--- config.mk ---
export PLATFORM = sky130hd
export DESIGN_NAME = ascii_expression_evaluator
export DESIGN_NICKNAME = d
export VERILOG_FILES = /design/src/rtl/core/aee_pkg.sv /design/src/rtl/core/aee_alu.sv /design/src/rtl/core/ascii_expression_evaluator.sv
export SDC_FILE = /design/constraint.sdc
export NUM_CORES = 1
export LEC_CHECK = 0
export BUFFER_PORTS_ARGS = -buffer_cell sky130_fd_sc_hd__buf_2
export CORE_UTILIZATION = 60
export CTS_CLUSTER_DIAMETER = 200
export DETAILED_ROUTE_END_ITERATION = 10
export PLACE_DENSITY = 0.86
export RECOVER_POWER = 100
export SETUP_SLACK_MARGIN = 0.5
export SLEW_MARGIN = 20
export SYNTH_ARGS = -nofsm -noshare
export SYNTH_HDL_FRONTEND = slang
export SYNTH_SLANG_ARGS = --single-unit
--- constraint.sdc ---
create_clock -name clk_i -period 6.3 [get_ports clk_i]
set_input_delay 1.26 -clock clk_i [delete_from_list [all_inputs] [get_ports clk_i]]
set_output_delay 1.26 -clock clk_i [all_outputs]
set_load 0.01 [all_outputs]
--- src/rtl/core/aee_pkg.sv ---
// Package for the ASCII expression evaluator.
// Holds the datapath width, character codes, operator and status codes and the
// request/response structs shared by the sequencer and the arithmetic unit.
`default_nettype none

package aee_pkg;

  localparam int DATA_WIDTH = 16;
  localparam int CNT_W      = $clog2(DATA_WIDTH);

  localparam logic [7:0] CH_NUL   = 8'h00;
  localparam logic [7:0] CH_ZERO  = 8'h30;
  localparam logic [7:0] CH_NINE  = 8'h39;
  localparam logic [7:0] CH_PLUS  = 8'h2B;
  localparam logic [7:0] CH_MINUS = 8'h2D;
  localparam logic [7:0] CH_STAR  = 8'h2A;
  localparam logic [7:0] CH_SLASH = 8'h2F;

  localparam logic [DATA_WIDTH-1:0] RADIX = DATA_WIDTH'(10);

  typedef enum logic [1:0] {
    OP_ADD = 2'd0,
    OP_SUB = 2'd1,
    OP_MUL = 2'd2,
    OP_DIV = 2'd3
  } alu_op_e;

  typedef enum logic [1:0] {
    ST_OK      = 2'd0,
    ST_NO_LEAD = 2'd1,
    ST_BAD     = 2'd2,
    ST_DIV0    = 2'd3
  } status_e;

  typedef struct packed {
    logic                  start;
    alu_op_e               op;
    logic [DATA_WIDTH-1:0] a;
    logic [DATA_WIDTH-1:0] b;
  } alu_req_t;

  typedef struct packed {
    logic                  done;
    logic [DATA_WIDTH-1:0] result;
  } alu_rsp_t;

endpackage

`default_nettype wire

--- src/rtl/core/aee_alu.sv ---
// Shared arithmetic unit of the ASCII expression evaluator.
// Add and subtract are registered straight from the request; shift-add multiply and
// restoring signed divide, one bit per cycle. Depends on aee_pkg.
`default_nettype none

module aee_alu
  import aee_pkg::*;
(
  input  wire logic     clk_i,
  input  wire logic     rst_ni,
  input  wire alu_req_t req_i,
  output alu_rsp_t      rsp_o
);

  typedef enum logic [1:0] {
    AS_IDLE = 2'b01,
    AS_BUSY = 2'b10
  } alu_state_e;

  alu_state_e state_q, state_d;
  logic [CNT_W-1:0] cnt_q, cnt_d;
  logic done_q, done_d;
  alu_op_e op_q, op_d;
  logic neg_q, neg_d;
  logic [DATA_WIDTH-1:0] x_q, x_d, y_q, y_d, z_q, z_d, res_q, res_d;

  logic [DATA_WIDTH-1:0] prod_sum;
  logic [DATA_WIDTH:0]   rem_sh;
  logic [DATA_WIDTH:0]   rem_sub;
  logic                  q_bit;
  logic [DATA_WIDTH-1:0] rem_next;
  logic [DATA_WIDTH-1:0] quo_next;
  logic [DATA_WIDTH-1:0] abs_a;
  logic [DATA_WIDTH-1:0] abs_b;

  always_comb begin
    prod_sum = z_q + (y_q[0] ? x_q : '0);
    rem_sh   = {z_q, y_q[DATA_WIDTH-1]};
    rem_sub  = rem_sh - {1'b0, x_q};
    q_bit    = ~rem_sub[DATA_WIDTH];
    rem_next = q_bit ? rem_sub[DATA_WIDTH-1:0] : rem_sh[DATA_WIDTH-1:0];
    quo_next = {y_q[DATA_WIDTH-2:0], q_bit};
    abs_a    = req_i.a[DATA_WIDTH-1] ? (~req_i.a + 1'b1) : req_i.a;
    abs_b    = req_i.b[DATA_WIDTH-1] ? (~req_i.b + 1'b1) : req_i.b;
  end

  always_comb begin
    state_d = state_q;
    cnt_d   = cnt_q;
    done_d  = 1'b0;
    op_d    = op_q;
    neg_d   = neg_q;
    x_d     = x_q;
    y_d     = y_q;
    z_d     = z_q;
    res_d   = res_q;
    case (state_q)
      AS_IDLE: begin
        if (req_i.start) begin
          cnt_d = '0;
          op_d  = req_i.op;
          z_d   = '0;
          case (req_i.op)
            OP_ADD: begin
              res_d  = req_i.a + req_i.b;
              done_d = 1'b1;
            end
            OP_SUB: begin
              res_d  = req_i.a - req_i.b;
              done_d = 1'b1;
            end
            OP_MUL: begin
              x_d     = req_i.a;
              y_d     = req_i.b;
              state_d = AS_BUSY;
            end
            default: begin
              x_d     = abs_b;
              y_d     = abs_a;
              neg_d   = req_i.a[DATA_WIDTH-1] ^ req_i.b[DATA_WIDTH-1];
              state_d = AS_BUSY;
            end
          endcase
        end
      end
      AS_BUSY: begin
        cnt_d = cnt_q + 1'b1;
        if (op_q == OP_MUL) begin
          z_d = prod_sum;
          x_d = x_q << 1;
          y_d = y_q >> 1;
        end else begin
          z_d = rem_next;
          y_d = quo_next;
        end
        if (cnt_q == CNT_W'(DATA_WIDTH - 1)) begin
          done_d  = 1'b1;
          state_d = AS_IDLE;
          if (op_q == OP_MUL) begin
            res_d = prod_sum;
          end else begin
            res_d = neg_q ? (~quo_next + 1'b1) : quo_next;
          end
        end
      end
      default: begin
        state_d = AS_IDLE;
      end
    endcase
  end

  always_ff @(posedge clk_i or negedge rst_ni) begin
    if (!rst_ni) begin
      state_q <= AS_IDLE;
      cnt_q   <= '0;
      done_q  <= 1'b0;
    end else begin
      state_q <= state_d;
      cnt_q   <= cnt_d;
      done_q  <= done_d;
    end
  end

  always_ff @(posedge clk_i) begin
    op_q  <= op_d;
    neg_q <= neg_d;
    x_q   <= x_d;
    y_q   <= y_d;
    z_q   <= z_d;
    res_q <= res_d;
  end

  assign rsp_o.done   = done_q;
  assign rsp_o.result = res_q;

endmodule

`default_nettype wire

--- src/rtl/core/ascii_expression_evaluator.sv ---
// Top level of the ASCII expression evaluator: character sequencer, line state
// and output register around the shared arithmetic unit.
// Depends on aee_pkg and aee_alu.
//
// Usage: characters enter on the input channel (in_valid_i, in_ready_o, ch_i),
// one beat per character. A line is decimal numbers joined by + - * / and is
// evaluated strictly left to right; a zero byte ends it. Each terminator yields
// one beat on the output channel (out_valid_o, out_ready_i, value_o, status_o).
// The first digit of a line and an operator after a first number are taken
// without the shared unit. Every later digit runs a multiply by ten and an add
// on the shared unit. A completed operand is applied on the same unit, and a
// terminator then passes through the emit state into the output register.
// The input is not ready while the shared unit works or a result is queued.
// If the receiver stalls, the result is held in the output register and the
// block keeps taking characters until the next result has to be queued.
// Reset clears the line state and drops any queued result.
`default_nettype none

module ascii_expression_evaluator
  import aee_pkg::*;
(
  input  wire logic        clk_i,
  input  wire logic        rst_ni,
  input  wire logic        in_valid_i,
  output logic             in_ready_o,
  input  wire logic [7:0]  ch_i,
  output logic             out_valid_o,
  input  wire logic        out_ready_i,
  output logic signed [15:0] value_o,
  output logic [1:0]       status_o
);

  typedef enum logic [4:0] {
    S_IDLE  = 5'b00001,
    S_MUL10 = 5'b00010,
    S_ADDD  = 5'b00100,
    S_APPLY = 5'b01000,
    S_EMIT  = 5'b10000
  } seq_state_e;

  typedef enum logic [4:0] {
    PH_FIRST       = 5'b00001,
    PH_IN_FIRST    = 5'b00010,
    PH_EXPECT_OPND = 5'b00100,
    PH_IN_OPND     = 5'b01000,
    PH_SKIP        = 5'b10000
  } phase_e;

  seq_state_e state_q, state_d;
  phase_e phase_q, phase_d;
  alu_op_e pend_q, pend_d;
  status_e err_q, err_d;
  status_e emit_st_q, emit_st_d;
  logic [DATA_WIDTH-1:0] acc_q, acc_d, opnd_q, opnd_d;
  logic [7:0] ch_q, ch_d;
  logic [3:0] dig_q, dig_d;
  logic tgt_q, tgt_d;
  logic [15:0] emit_val_q, emit_val_d;
  logic out_valid_q, out_valid_d;
  logic [15:0] value_q, value_d;
  status_e status_q, status_d;

  alu_req_t alu_req;
  alu_rsp_t alu_rsp;

  logic in_digit;
  logic do_after;
  logic do_emit;
  logic [DATA_WIDTH-1:0] emit_v;
  status_e emit_s;
  logic [7:0] an_ch;
  logic [DATA_WIDTH-1:0] an_acc;

  function automatic logic is_op(input logic [7:0] c);
    return (c == CH_PLUS) || (c == CH_MINUS) || (c == CH_STAR) || (c == CH_SLASH);
  endfunction

  function automatic alu_op_e op_code(input logic [7:0] c);
    alu_op_e r;
    r = OP_DIV;
    if (c == CH_PLUS) r = OP_ADD;
    else if (c == CH_MINUS) r = OP_SUB;
    else if (c == CH_STAR) r = OP_MUL;
    return r;
  endfunction

  aee_alu u_alu (
    .clk_i  (clk_i),
    .rst_ni (rst_ni),
    .req_i  (alu_req),
    .rsp_o  (alu_rsp)
  );

  assign in_ready_o = (state_q == S_IDLE);
  assign in_digit   = (ch_i >= CH_ZERO) && (ch_i <= CH_NINE);
  assign an_ch      = (state_q == S_APPLY) ? ch_q : ch_i;
  assign an_acc     = (state_q == S_APPLY) ? alu_rsp.result : acc_q;

  always_comb begin
    state_d     = state_q;
    phase_d     = phase_q;
    pend_d      = pend_q;
    err_d       = err_q;
    acc_d       = acc_q;
    opnd_d      = opnd_q;
    ch_d        = ch_q;
    dig_d       = dig_q;
    tgt_d       = tgt_q;
    emit_val_d  = emit_val_q;
    emit_st_d   = emit_st_q;
    out_valid_d = out_valid_q & ~out_ready_i;
    value_d     = value_q;
    status_d    = status_q;
    alu_req     = '0;
    do_after    = 1'b0;
    do_emit     = 1'b0;
    emit_v      = '0;
    emit_s      = ST_OK;
    case (state_q)
      S_IDLE: begin
        if (in_valid_i) begin
          ch_d  = ch_i;
          dig_d = 4'(ch_i - CH_ZERO);
          case (phase_q)
            PH_IN_FIRST: begin
              if (in_digit) begin
                alu_req.start = 1'b1;
                alu_req.op    = OP_MUL;
                alu_req.a     = acc_q;
                alu_req.b     = RADIX;
                tgt_d         = 1'b0;
                state_d       = S_MUL10;
              end else begin
                do_after = 1'b1;
              end
            end
            PH_EXPECT_OPND: begin
              if (in_digit) begin
                opnd_d  = DATA_WIDTH'(4'(ch_i - CH_ZERO));
                phase_d = PH_IN_OPND;
              end else if (ch_i == CH_NUL) begin
                do_emit = 1'b1;
                emit_v  = acc_q;
                emit_s  = ST_BAD;
              end else begin
                err_d   = ST_BAD;
                phase_d = PH_SKIP;
              end
            end
            PH_IN_OPND: begin
              if (in_digit) begin
                alu_req.start = 1'b1;
                alu_req.op    = OP_MUL;
                alu_req.a     = opnd_q;
                alu_req.b     = RADIX;
                tgt_d         = 1'b1;
                state_d       = S_MUL10;
              end else if ((pend_q == OP_DIV) && (opnd_q == '0)) begin
                if (ch_i == CH_NUL) begin
                  do_emit = 1'b1;
                  emit_v  = acc_q;
                  emit_s  = ST_DIV0;
                end else begin
                  err_d   = ST_DIV0;
                  phase_d = PH_SKIP;
                end
              end else begin
                alu_req.start = 1'b1;
                alu_req.op    = pend_q;
                alu_req.a     = acc_q;
                alu_req.b     = opnd_q;
                state_d       = S_APPLY;
              end
            end
            PH_SKIP: begin
              if (ch_i == CH_NUL) begin
                do_emit = 1'b1;
                emit_v  = (err_q == ST_NO_LEAD) ? '0 : acc_q;
                emit_s  = err_q;
              end
            end
            default: begin
              if (in_digit) begin
                acc_d   = DATA_WIDTH'(4'(ch_i - CH_ZERO));
                phase_d = PH_IN_FIRST;
              end else if (ch_i == CH_NUL) begin
                do_emit = 1'b1;
                emit_v  = '0;
                emit_s  = ST_NO_LEAD;
              end else begin
                err_d   = ST_NO_LEAD;
                phase_d = PH_SKIP;
              end
            end
          endcase
        end
      end
      S_MUL10: begin
        if (alu_rsp.done) begin
          alu_req.start = 1'b1;
          alu_req.op    = OP_ADD;
          alu_req.a     = alu_rsp.result;
          alu_req.b     = DATA_WIDTH'(dig_q);
          state_d       = S_ADDD;
        end
      end
      S_ADDD: begin
        if (alu_rsp.done) begin
          if (tgt_q) begin
            opnd_d = alu_rsp.result;
          end else begin
            acc_d = alu_rsp.result;
          end
          state_d = S_IDLE;
        end
      end
      S_APPLY: begin
        if (alu_rsp.done) begin
          acc_d    = alu_rsp.result;
          state_d  = S_IDLE;
          do_after = 1'b1;
        end
      end
      S_EMIT: begin
        if (!out_valid_q || out_ready_i) begin
          out_valid_d = 1'b1;
          value_d     = emit_val_q;
          status_d    = emit_st_q;
          state_d     = S_IDLE;
        end
      end
      default: begin
        state_d = S_IDLE;
      end
    endcase

    if (do_after) begin
      if (an_ch == CH_NUL) begin
        do_emit = 1'b1;
        emit_v  = an_acc;
        emit_s  = ST_OK;
      end else if (is_op(an_ch)) begin
        pend_d  = op_code(an_ch);
        phase_d = PH_EXPECT_OPND;
      end else begin
        err_d   = ST_BAD;
        phase_d = PH_SKIP;
      end
    end

    if (do_emit) begin
      emit_val_d = 16'(emit_v);
      emit_st_d  = emit_s;
      acc_d      = '0;
      opnd_d     = '0;
      pend_d     = OP_ADD;
      phase_d    = PH_FIRST;
      err_d      = ST_OK;
      state_d    = S_EMIT;
    end
  end

  always_ff @(posedge clk_i or negedge rst_ni) begin
    if (!rst_ni) begin
      state_q     <= S_IDLE;
      phase_q     <= PH_FIRST;
      pend_q      <= OP_ADD;
      err_q       <= ST_OK;
      acc_q       <= '0;
      opnd_q      <= '0;
      out_valid_q <= 1'b0;
    end else begin
      state_q     <= state_d;
      phase_q     <= phase_d;
      pend_q      <= pend_d;
      err_q       <= err_d;
      acc_q       <= acc_d;
      opnd_q      <= opnd_d;
      out_valid_q <= out_valid_d;
    end
  end

  always_ff @(posedge clk_i) begin
    ch_q       <= ch_d;
    dig_q      <= dig_d;
    tgt_q      <= tgt_d;
    emit_val_q <= emit_val_d;
    emit_st_q  <= emit_st_d;
    value_q    <= value_d;
    status_q   <= status_d;
  end

  assign out_valid_o = out_valid_q;
  assign value_o     = value_q;
  assign status_o    = status_q;

endmodule

`default_nettype wire

### Word-level counts from Yosys, hierarchy flattened

Index checks and enable logic that the tools add are counted.

* bits in registers: 170
* input bits: 12
* output and inout bits: 20

* muxes and demuxes: 140
* bitwise logic cells: 8
* order comparisons: 2
* reductions and logical operators: 36
* eq/ne operators: 43
* add/sub/neg operators: 9

Operators by type and width (count)
* 16-bit two-way mux: 37
* 16-bit case mux with 2 select lines: 8
* 35-bit two-way mux: 5
* 35-bit case mux with 2 select lines: 2
* 16-bit case mux with 3 select lines: 2
* 5-bit two-way mux: 19
* 2-bit two-way mux: 32
* 16-bit by 1-bit adder with 16-bit output (second input constant): 3
* 16-bit NOT: 3
* 16-bit adder: 2
* 8-bit by 6-bit == test with 1-bit output (second input constant): 4
* 1-bit two-way mux: 22
* 5-bit case mux with 4 select lines: 1
* 17-bit by 16-bit subtractor with 17-bit output: 1
* 16-bit zero test: 1
* 8-bit zero test: 2
* 16-bit subtractor: 1
* 3-bit by 2-bit inequality test with 1-bit output (second input constant): 5
* 5-bit case mux with 3 select lines: 1
* 7-bit AND reduction: 2
* 3-bit inequality test (second input constant): 4
* 3-bit AND reduction: 4
* 5-bit by 2-bit == test with 1-bit output (second input constant): 2
* 5-bit by 3-bit == test with 1-bit output (second input constant): 2
* other kinds (42): 73

### Logic depth before layout (Yosys ltp)

Gate-level depths: netlist of the first run.

* depth after elaboration: 13
* mapped depth: 22

### Cells and area by module

From an unflattened synthesis of the first run, not the netlist that was laid out.

* cell total of the unflattened synthesis: 1307
* area total of the unflattened synthesis: 11990.2 um^2

By module, submodules not included
* aee_alu: cells each 856, seq. area each 2188.3 um^2, instances 1, area an instance 7133.1 um^2
* ascii_expression_evaluator: cells each 451, seq. area each 2529.9 um^2, instances 1, area an instance 4857.2 um^2

### Worst setup path before layout of the first run

No wires, ideal clock.

* path kind: input-to-reg
* start point: in ch_i[2]
* end point: reg u_alu.res_q[14], data pin
* library setup time: 271 ps
* required time: 6029 ps
* path slack: 787 ps
* data arrival time: 5242 ps
* stages on the path: 20
* buffers on the path: 2
* path through: clkbuf_1 o21ai_1 a211o_1 nor2_1 clkbuf_1 nand2_1 nor2_1 nor2_1 xnor2_1 ha_1 nor2b_1 o21ai_0 nand2b_1 a21o_1 a31o_2 a41o_1 o41a_1 a31oi_1 xor2_1 o22ai_1

* longest elaborated chain between the ends: 10
* elaborated cells on any way between the ends: 15

RTL lines
* start: declaration: line ascii_expression_evaluator.sv:26 `input wire logic [7:0] ch_i,`
* 8-bit by 6-bit >= comparator with 1-bit output or 8-bit by 6-bit <= comparator with 1-bit output (tied branches): line ascii_expression_evaluator.sv:95 `assign in_digit = (ch_i >= CH_ZERO) && (ch_i <= CH_NINE);`
* 1-bit logical AND (*): line ascii_expression_evaluator.sv:95
* 35-bit two-way mux, on equally long branches: line ascii_expression_evaluator.sv:151, ascii_expression_evaluator.sv:126
* 35-bit case mux with 2 select lines (*): line ascii_expression_evaluator.sv:124 `case (phase_q)`
* 35-bit two-way mux (*): line ascii_expression_evaluator.sv:121 `if (in_valid_i) begin`
* 35-bit case mux with 2 select lines (*): line ascii_expression_evaluator.sv:119 `case (state_q)`
* 16-bit subtractor (tied with other cells): line aee_alu.sv:69 `res_d = req_i.a - req_i.b;`
* 16-bit case mux with 2 select lines (*): line aee_alu.sv:63 `case (req_i.op)`
* 16-bit two-way mux (*): line aee_alu.sv:59 `if (req_i.start) begin`
* 16-bit case mux with 2 select lines (*): line aee_alu.sv:57 `case (state_q)`
* via u_alu.res_d[14]: line aee_alu.sv:25 `logic [DATA_WIDTH-1:0] x_q, x_d, y_q, y_d, z_q, z_d, res_q, res_d;`
* end signal: assignment: line aee_alu.sv:130 `res_q <= res_d;`
* end: declaration: line aee_alu.sv:25

Mark *: on every way through the listed nets, which the timed path passes. The rest lies on a longest branch. The select of a mux whose other input is x is not followed.
A chain may end at the register's enable or synchronous reset.

### Final worst setup path of the first run

* start point: in ch_i[2]
* end point: reg u_alu.res_q[15], data pin

The elaborated chain is that of the path after synthesis.

==> run metrics, run 1 <==
VDD IR max=0.161 mV; Synth async-reset ratio=32.5%; Syn-to-layout area delta=7.05%; port bufs=31; P per Cell Area=185 nW/um^2; # DRC=0; Worst Tran Pin Value=3.11 ns; Clock Latency Late Sink=0.44 ns; Die ar.=20500 um^2; initial core utilization=61.2%; drt total wl=33200 um; flops & latches, synth=166; largest net degree at the start of global routing=66; startpoint types=input pin; Fillers=1654; Worst Path Max Fanout=12; initial antenna violation count=0; Seq/Total Area, Yosys=39.5%; total iterations of the first detailed-routing run=8; die width=143 um; post-cts resize count=0; number of global-route vias before repair=10148; TritonCTS clock tree=done; Setup-failing EPs final=0; Tightest Hold Check Type=reg -> reg; CTS Hold Bufs=0; Crit Path Class=in -> reg; total gr overflow=0; failing checks=capacitance limit, slew limit; fin. max-slew vios=127; Leak Pwr=5.01 nW; height of the die=143 um; CTS buffer count=17; warnings from Yosys=0; kind of end point of the critical path=flip-flop; Cell Area, Synth=12000 um^2; H-tree Lvls=4; HP Start=emit_val_q[10]; f_max=176 MHz; I/O pins=32; final hold vios=0; # nets final=1425; Max Cap Viol=4; cells after synthesis=1360; CP Data Arrival Time=5.85 ns; setup repair bufs after CTS=0; row count=51; dominant synthesized flop cell=edfxtp_1; largest area contributor in the netlist=edfxtp_1; Post-synth EDFFs=112; CP startpoint=ch_i[2]; setup TNS=0 ns; register area=4720 um^2; GP Congestion=1.00; Avg Cell Area, Syn=8.79 um^2; antenna-violating nets left=0; Net Count, Synth=1428; DR vias=10802; CP required=6.47 ns; Worst R2R Start=state_q[4]; clk buf depth=2; run status=finished, violations left; final hold slack=0.421 ns; top cells by area, synth=edfxtp_1 28%, dfrtp_1 11%, nand2_1 6.1%; clock slew at reported path FFs=0.07 ns; n_diodes=0; top cell type's share of synthesized area=28.1%; post-DP HPWL=24400 um; post-synth cell types=88; layout cell share with drive strength beyond 1=5.47%; fin crit share=90.2%; WL per Instance=20.3 um; Layout Skew=0.0114 ns; max_slew headroom=-108%; area of the multi-input gates=6710 um^2; post-DR vias/cell=6.61; minimum clock period=5.68 ns; CTS root buf=clkbuf_16; first-pass GRT wire length=52500 um; DR iter-0 viols=1305; core area=19500 um^2; Sink Count=166; Global Route Usage Sum=33.7%; RSZ-0062 raised after global routing=no
-- critical path, stage by stage --
cell and delay, ns:
clkbuf_1 0.32, o21ai_2 0.17, a211o_1 0.38, or2_0 0.25
clkbuf_1 0.25, nor2_1 0.19, clkbuf_1 0.64, nand2_1 0.09
and3_1 0.20, a21oi_1 0.12, ha_1 0.30, a21oi_1 0.20
a21oi_1 0.14, o31ai_1 0.46, o21ai_0 0.24, a21o_1 0.22
a21oi_1 0.17, xnor2_1 0.13, o22ai_1 0.10
-- power breakdown --
part / switching [W] / total, W / internal (W)
Sequential: 0.0000274 / 0.00121 / 0.00118
Clock: 0.000496 / 0.00102 / 0.000525
Combinational: 0.0000949 / 0.000140 / 0.0000451
-- cell usage in the layout, fill, tap and decap left out, drive strengths merged, types with 23 or more instances in the layout --
cell	n
xnor2	61
a21oi	111
o21ai	109
o31ai	23
dfrtp	51
nor2	92
a22o	31
edfxtp	112
clkbuf	57
inv	65
nand3	37
nor3	32
ha	53
nand2	196
-- state kept, by name (all words and copies together), names as in the netlist --
signal	count
acc_q	16
ch_q	8
emit_st_q	2
emit_val_q	16
err_q	2
opnd_q	16
out_valid_o	1
pend_q	2
phase_q	5
state_q	5
status_o	2
tgt_q	1
u_alu.cnt_q	4
u_alu.done_q	1
u_alu.neg_q	1
u_alu.op_q	2
u_alu.res_q	16
u_alu.state_q	2
u_alu.x_q	16
u_alu.y_q	16
u_alu.z_q	16
value_o	16
-- cells by family after synthesis --
kind of cell             share of synthesized area [%]
AO/OA/AOI/OAI                                     23.5
XOR/XNOR                                          6.08
adder cells (fa/ha/maj)                           6.05
buffers and inverters                             4.55
flip-flops                                        39.5
multiplexers                                      1.87
AND/OR/NAND/NOR                                   18.5
-- stage by stage --
stage                     cells  utilization, %  setup WS [ns]  area [um^2]  power, W
after CTS                  1635            66.1           1.01        12900   0.00238
after floorplan            1360               -          0.787        12000   0.00132
after global placement     1603            63.2          0.686        12300   0.00137
final                      1635            65.6          0.620        12800   0.00237
after detailed placement   1603            63.2          0.557        12300   0.00137
after global routing       1635            65.6          0.337        12800   0.00243
-- Yosys cell counts (6+ instances only) --
cell	number
a21o_1	22
a22o_1	31
buf_2	13
o21ai_0	83
xor2_1	22
xnor2_1	61
nor3_1	27
a31oi_1	21
o211ai_1	12
ha_1	53
mux2i_1	19
a221oi_1	6
nand2_1	195
inv_1	56
a21oi_1	110
nor2_1	92
nand3_1	37
o21a_1	10
nand4_1	7
a211oi_1	17
a22oi_1	7
dfrtp_1	51
nor2b_1	14
o41ai_1	6
or3_1	13
nand2b_1	17
edfxtp_1	112
clkbuf_1	55
o31ai_1	23
and3_1	9
o21ai_1	25
nor4_1	9
o22ai_1	14
and2_1	10
-- final timing paths --
path	endpoint	slack, ns	cells after the start
setup reg to reg	u_alu.res_q[15]	0.89	18
max in group asynchronous	acc_q[4]	2.60	2
hold / removal	value_o[10]	0.42	0
setup / recovery	u_alu.res_q[15]	0.62	19
hold reg to reg	value_o[10]	0.42	0
min in group asynchronous	u_alu.cnt_q[1]	1.93	2
-- layer usage --
layer  track usage [%]  up-vias  wire length, um
met5                 0        -                0
met4              17.8        0             1720
met3              5.33      145             2660
met2              53.9      564            15300
met1              43.8     5076            13500
li1                  -     5017                -
-- layout make-up --
class	count	area share, %
Clock buffer	18	3.35
Sequential cell	166	36.9
Inverter	58	1.70
Multi-Input combinational cell	1060	52.4
Clock inverter	14	1.08
Tap cell	265	2.59
Timing Repair Buffer	54	1.98
No activity file was read; power rests on OpenSTA's default activity.
==> run 2, diff against run 1 <==
--- a/config.mk
+++ b/config.mk
@@ -9,7 +9,7 @@
 export CORE_UTILIZATION = 60
 export CTS_CLUSTER_DIAMETER = 200
 export DETAILED_ROUTE_END_ITERATION = 10
-export PLACE_DENSITY = 0.86
+export PLACE_DENSITY = 0.77
 export RECOVER_POWER = 100
 export SETUP_SLACK_MARGIN = 0.5
 export SLEW_MARGIN = 20
==> run 2 against run 1 <==
Compared with the run above:
- largest power group unchanged
- largest cell class unchanged
- sequential share of layout area fell by 0.050 points
- critical path depth down 1
- register-to-register slack improved by 0.05 ns
- routed wire length rose by 1.4%
- highest routed layer unchanged
- sequential cell count stayed put
- non-clock buffer count increased by 2
- setup slack gained 0.0063 ns
- via count is 0.48% higher
- the run still ends with capacitance limit, slew limit left
- global-route usage increased by 0.13 points
- fmax rose by 0.11%
- cell count grew 0.12%
==> run metrics, run 2 (synthesis gave the netlist of run 1 again) <==
GP Congestion=0.978 (-2.6%); initial antenna violation count=0 (unchanged); number of global-route vias before repair=9802 (-3.4%); Die ar.=20500 um^2 (unchanged); Clock Latency Late Sink=0.44 ns (about the same); Global Route Usage Sum=33.8% (+0.13 points); max incr delay on CP=0.80 ns (+0.16 ns); clock slew at reported path FFs=0.08 ns (about the same); layout cell share with drive strength beyond 1=5.54% (+0.065 points); CTS buffer count=17 (unchanged); M1 wire length=14600 um (+7.8%); port bufs=31 (unchanged); # nets final=1427 (+0.14%); drt total wl=33700 um (+1.4%); WL per Instance=20.6 um (+1.3%); core area=19500 um^2 (unchanged); HP Start=emit_val_q[6]; # DRC=0 (unchanged); Crit Path Class=in -> reg; metal3 WL=2710 um (+1.7%); most common cell after layout, fill and taps aside=nand2_1; largest net degree at the start of global routing=71 (+7.6%); clock network fraction of design power=43.6% (+0.5 points); DR iter-0 viols=1275 (-2.3%); Syn-to-layout area delta=7.20%; total gr overflow=0 (unchanged); Leak Pwr=5.03 nW (+0.40%); antenna-violating nets left=0 (unchanged); f_max=176 MHz (+0.11%); total iterations of the first detailed-routing run=6 (-2); Net Sw Frac=26.6% (+0.52 points); Worst Path Max Fanout=8 (-4); CP Cell Sequence=clkbuf_1 -> o21ai_1 -> nand4_1 -> a211oi_1 -> and2_0 -> a21oi_1 -> ha_1 -> fa_1 -> nor2b_1 -> o21ai_0 -> nand2b_1 -> a21o_1 -> a31o_2 -> a41o_1 -> o41a_1 -> a31oi_1 -> xor2_1 -> o22ai_1; Int Power=0.00176 W (+0.29%); slowest stage cell, crit path=a211oi_1; first-pass GRT wire length=52900 um (+0.84%); Max Cap Viol=4 (unchanged); hold path endpoint=value_o[6]; CTS Hold Bufs=0 (unchanged); fin. max-slew vios=127 (unchanged); minimum clock period=5.67 ns (-0.00633 ns); DR vias=10854 (+0.48%); hold path depth=0 (unchanged); commonest non-fill, non-tap cells in the layout=195 x nand2_1, 112 x edfxtp_1, 110 x a21oi_1, 102 x o21ai_0, 92 x nor2_1; Switch Pwr=0.000637 W (+3.0%); startpoint types=input pin; Layout Skew=0.00944 ns (-0.00191 ns); sequential fraction of design power=50.5% (-0.5 points); post-DP HPWL=24700 um (+1.2%); register area=4720 um^2 (unchanged); kind of end point of the critical path=flip-flop; Fillers=1696 (+2.5%); failing checks=capacitance limit, slew limit; max_slew headroom=-104% (+3.4 points); initial core utilization=61.2% (unchanged); H-tree Lvls=4 (unchanged); die width=143 um (unchanged); RSZ-0062 raised after global routing=no; P per Cell Area=187 nW/um^2 (+0.87%); setup repair bufs after CTS=0 (unchanged); Worst Tran Pin Value=3.06 ns (-0.0515 ns); CTS root buf=clkbuf_16; run status=finished, violations left; Setup-failing EPs final=0 (unchanged); setup slack, reg-to-reg=0.94 ns (+0.05 ns); Worst R2R Path Depth=16 (-2); height of the die=143 um (unchanged); reg2reg end=u_alu.res_q[15]; WL met2=15400 um (+0.44%); Tightest Hold Check Type=reg -> reg; post-DR vias/cell=6.63 (+0.36%); VDD IR max=0.169 mV (+5.5%); Logic pwr share=5.9% (about the same); Worst R2R Start=opnd_q[7]; Sink Count=166 (unchanged); I/O pins=32 (unchanged); CP required=6.48 ns (about the same); CP Data Arrival Time=5.85 ns (about the same); area of the multi-input gates=6700 um^2 (-0.24%); setup TNS=0 ns (unchanged); final hold vios=0 (unchanged); clk buf depth=2 (unchanged); fin crit share=90.1% (-0.10 points); TritonCTS clock tree=done; highest routing layer actually used=met4; n_diodes=0 (unchanged); post-cts resize count=0 (unchanged); row count=51 (unchanged); Power Total=0.00239 W (+1.0%)
-- run 2: worst max-delay path by stage --
stage	start	slack, ns	endpoint	cells after the start
floorplan	ch_i[2]	0.79	u_alu.res_q[14]	20
global placement	ch_i[2]	0.66	u_alu.res_q[14]	21
detailed placement	ch_i[2]	0.49	u_alu.res_q[14]	21
CTS	ch_i[2]	0.95	u_alu.res_q[14]	21
global route	ch_i[2]	0.35	u_alu.res_q[14]	18
finish	ch_i[2]	0.63	u_alu.res_q[14]	18
-- run 2: routing by layer --
layer | global-route usage (%) | vias up
met5 | 0 | -
met2 | 52.4 | 573
met1 | 48.2 | 5202
met4 | 11.7 | 0
li1 | - | 4998
met3 | 4.80 | 81
-- run 2: power groups by stage --
stage | clock (W) | sequential (W) | combinational (W)
2_1_floorplan | 0 | 0.00122 | 0.000102
3_5_place_dp | 0 | 0.00123 | 0.000143
6_report | 0.00104 | 0.00121 | 0.000141
5_1_grt | 0.00110 | 0.00121 | 0.000154
3_3_place_gp | 0 | 0.00123 | 0.000141
4_1_cts | 0.00105 | 0.00121 | 0.000144
-- run 2: critical path, delay by kind of cell --
kind | cells | cell delay (ns)
AO/OA/AOI/OAI | 10 | 2.58
AND/OR/NAND/NOR | 4 | 1.00
adder cells (fa/ha/maj) | 2 | 0.69
buffers and inverters | 1 | 0.19
XOR/XNOR | 1 | 0.14
-- run 2: layout make-up --
type / instances / area share (%)
Clock buffer: 17 / 3.32
Clock inverter: 15 / 1.22
Inverter: 58 / 1.70
Multi-Input combinational cell: 1060 / 52.2
Sequential cell: 166 / 36.8
Tap cell: 265 / 2.59
Timing Repair Buffer: 56 / 2.13
-- run 2: stage by stage --
stage                     std cells  util (%)  setup WS, ns  area, um^2  hold slack [ns]
final                          1637      65.6         0.626       12800            0.420
after global routing           1637      65.6         0.347       12800            0.420
after CTS                      1637      66.2         0.952       12900            0.421
after detailed placement       1605      63.2         0.494       12300            0.405
after global placement         1605      63.2         0.664       12300            0.401
after floorplan                1360         -         0.787       12000            0.400
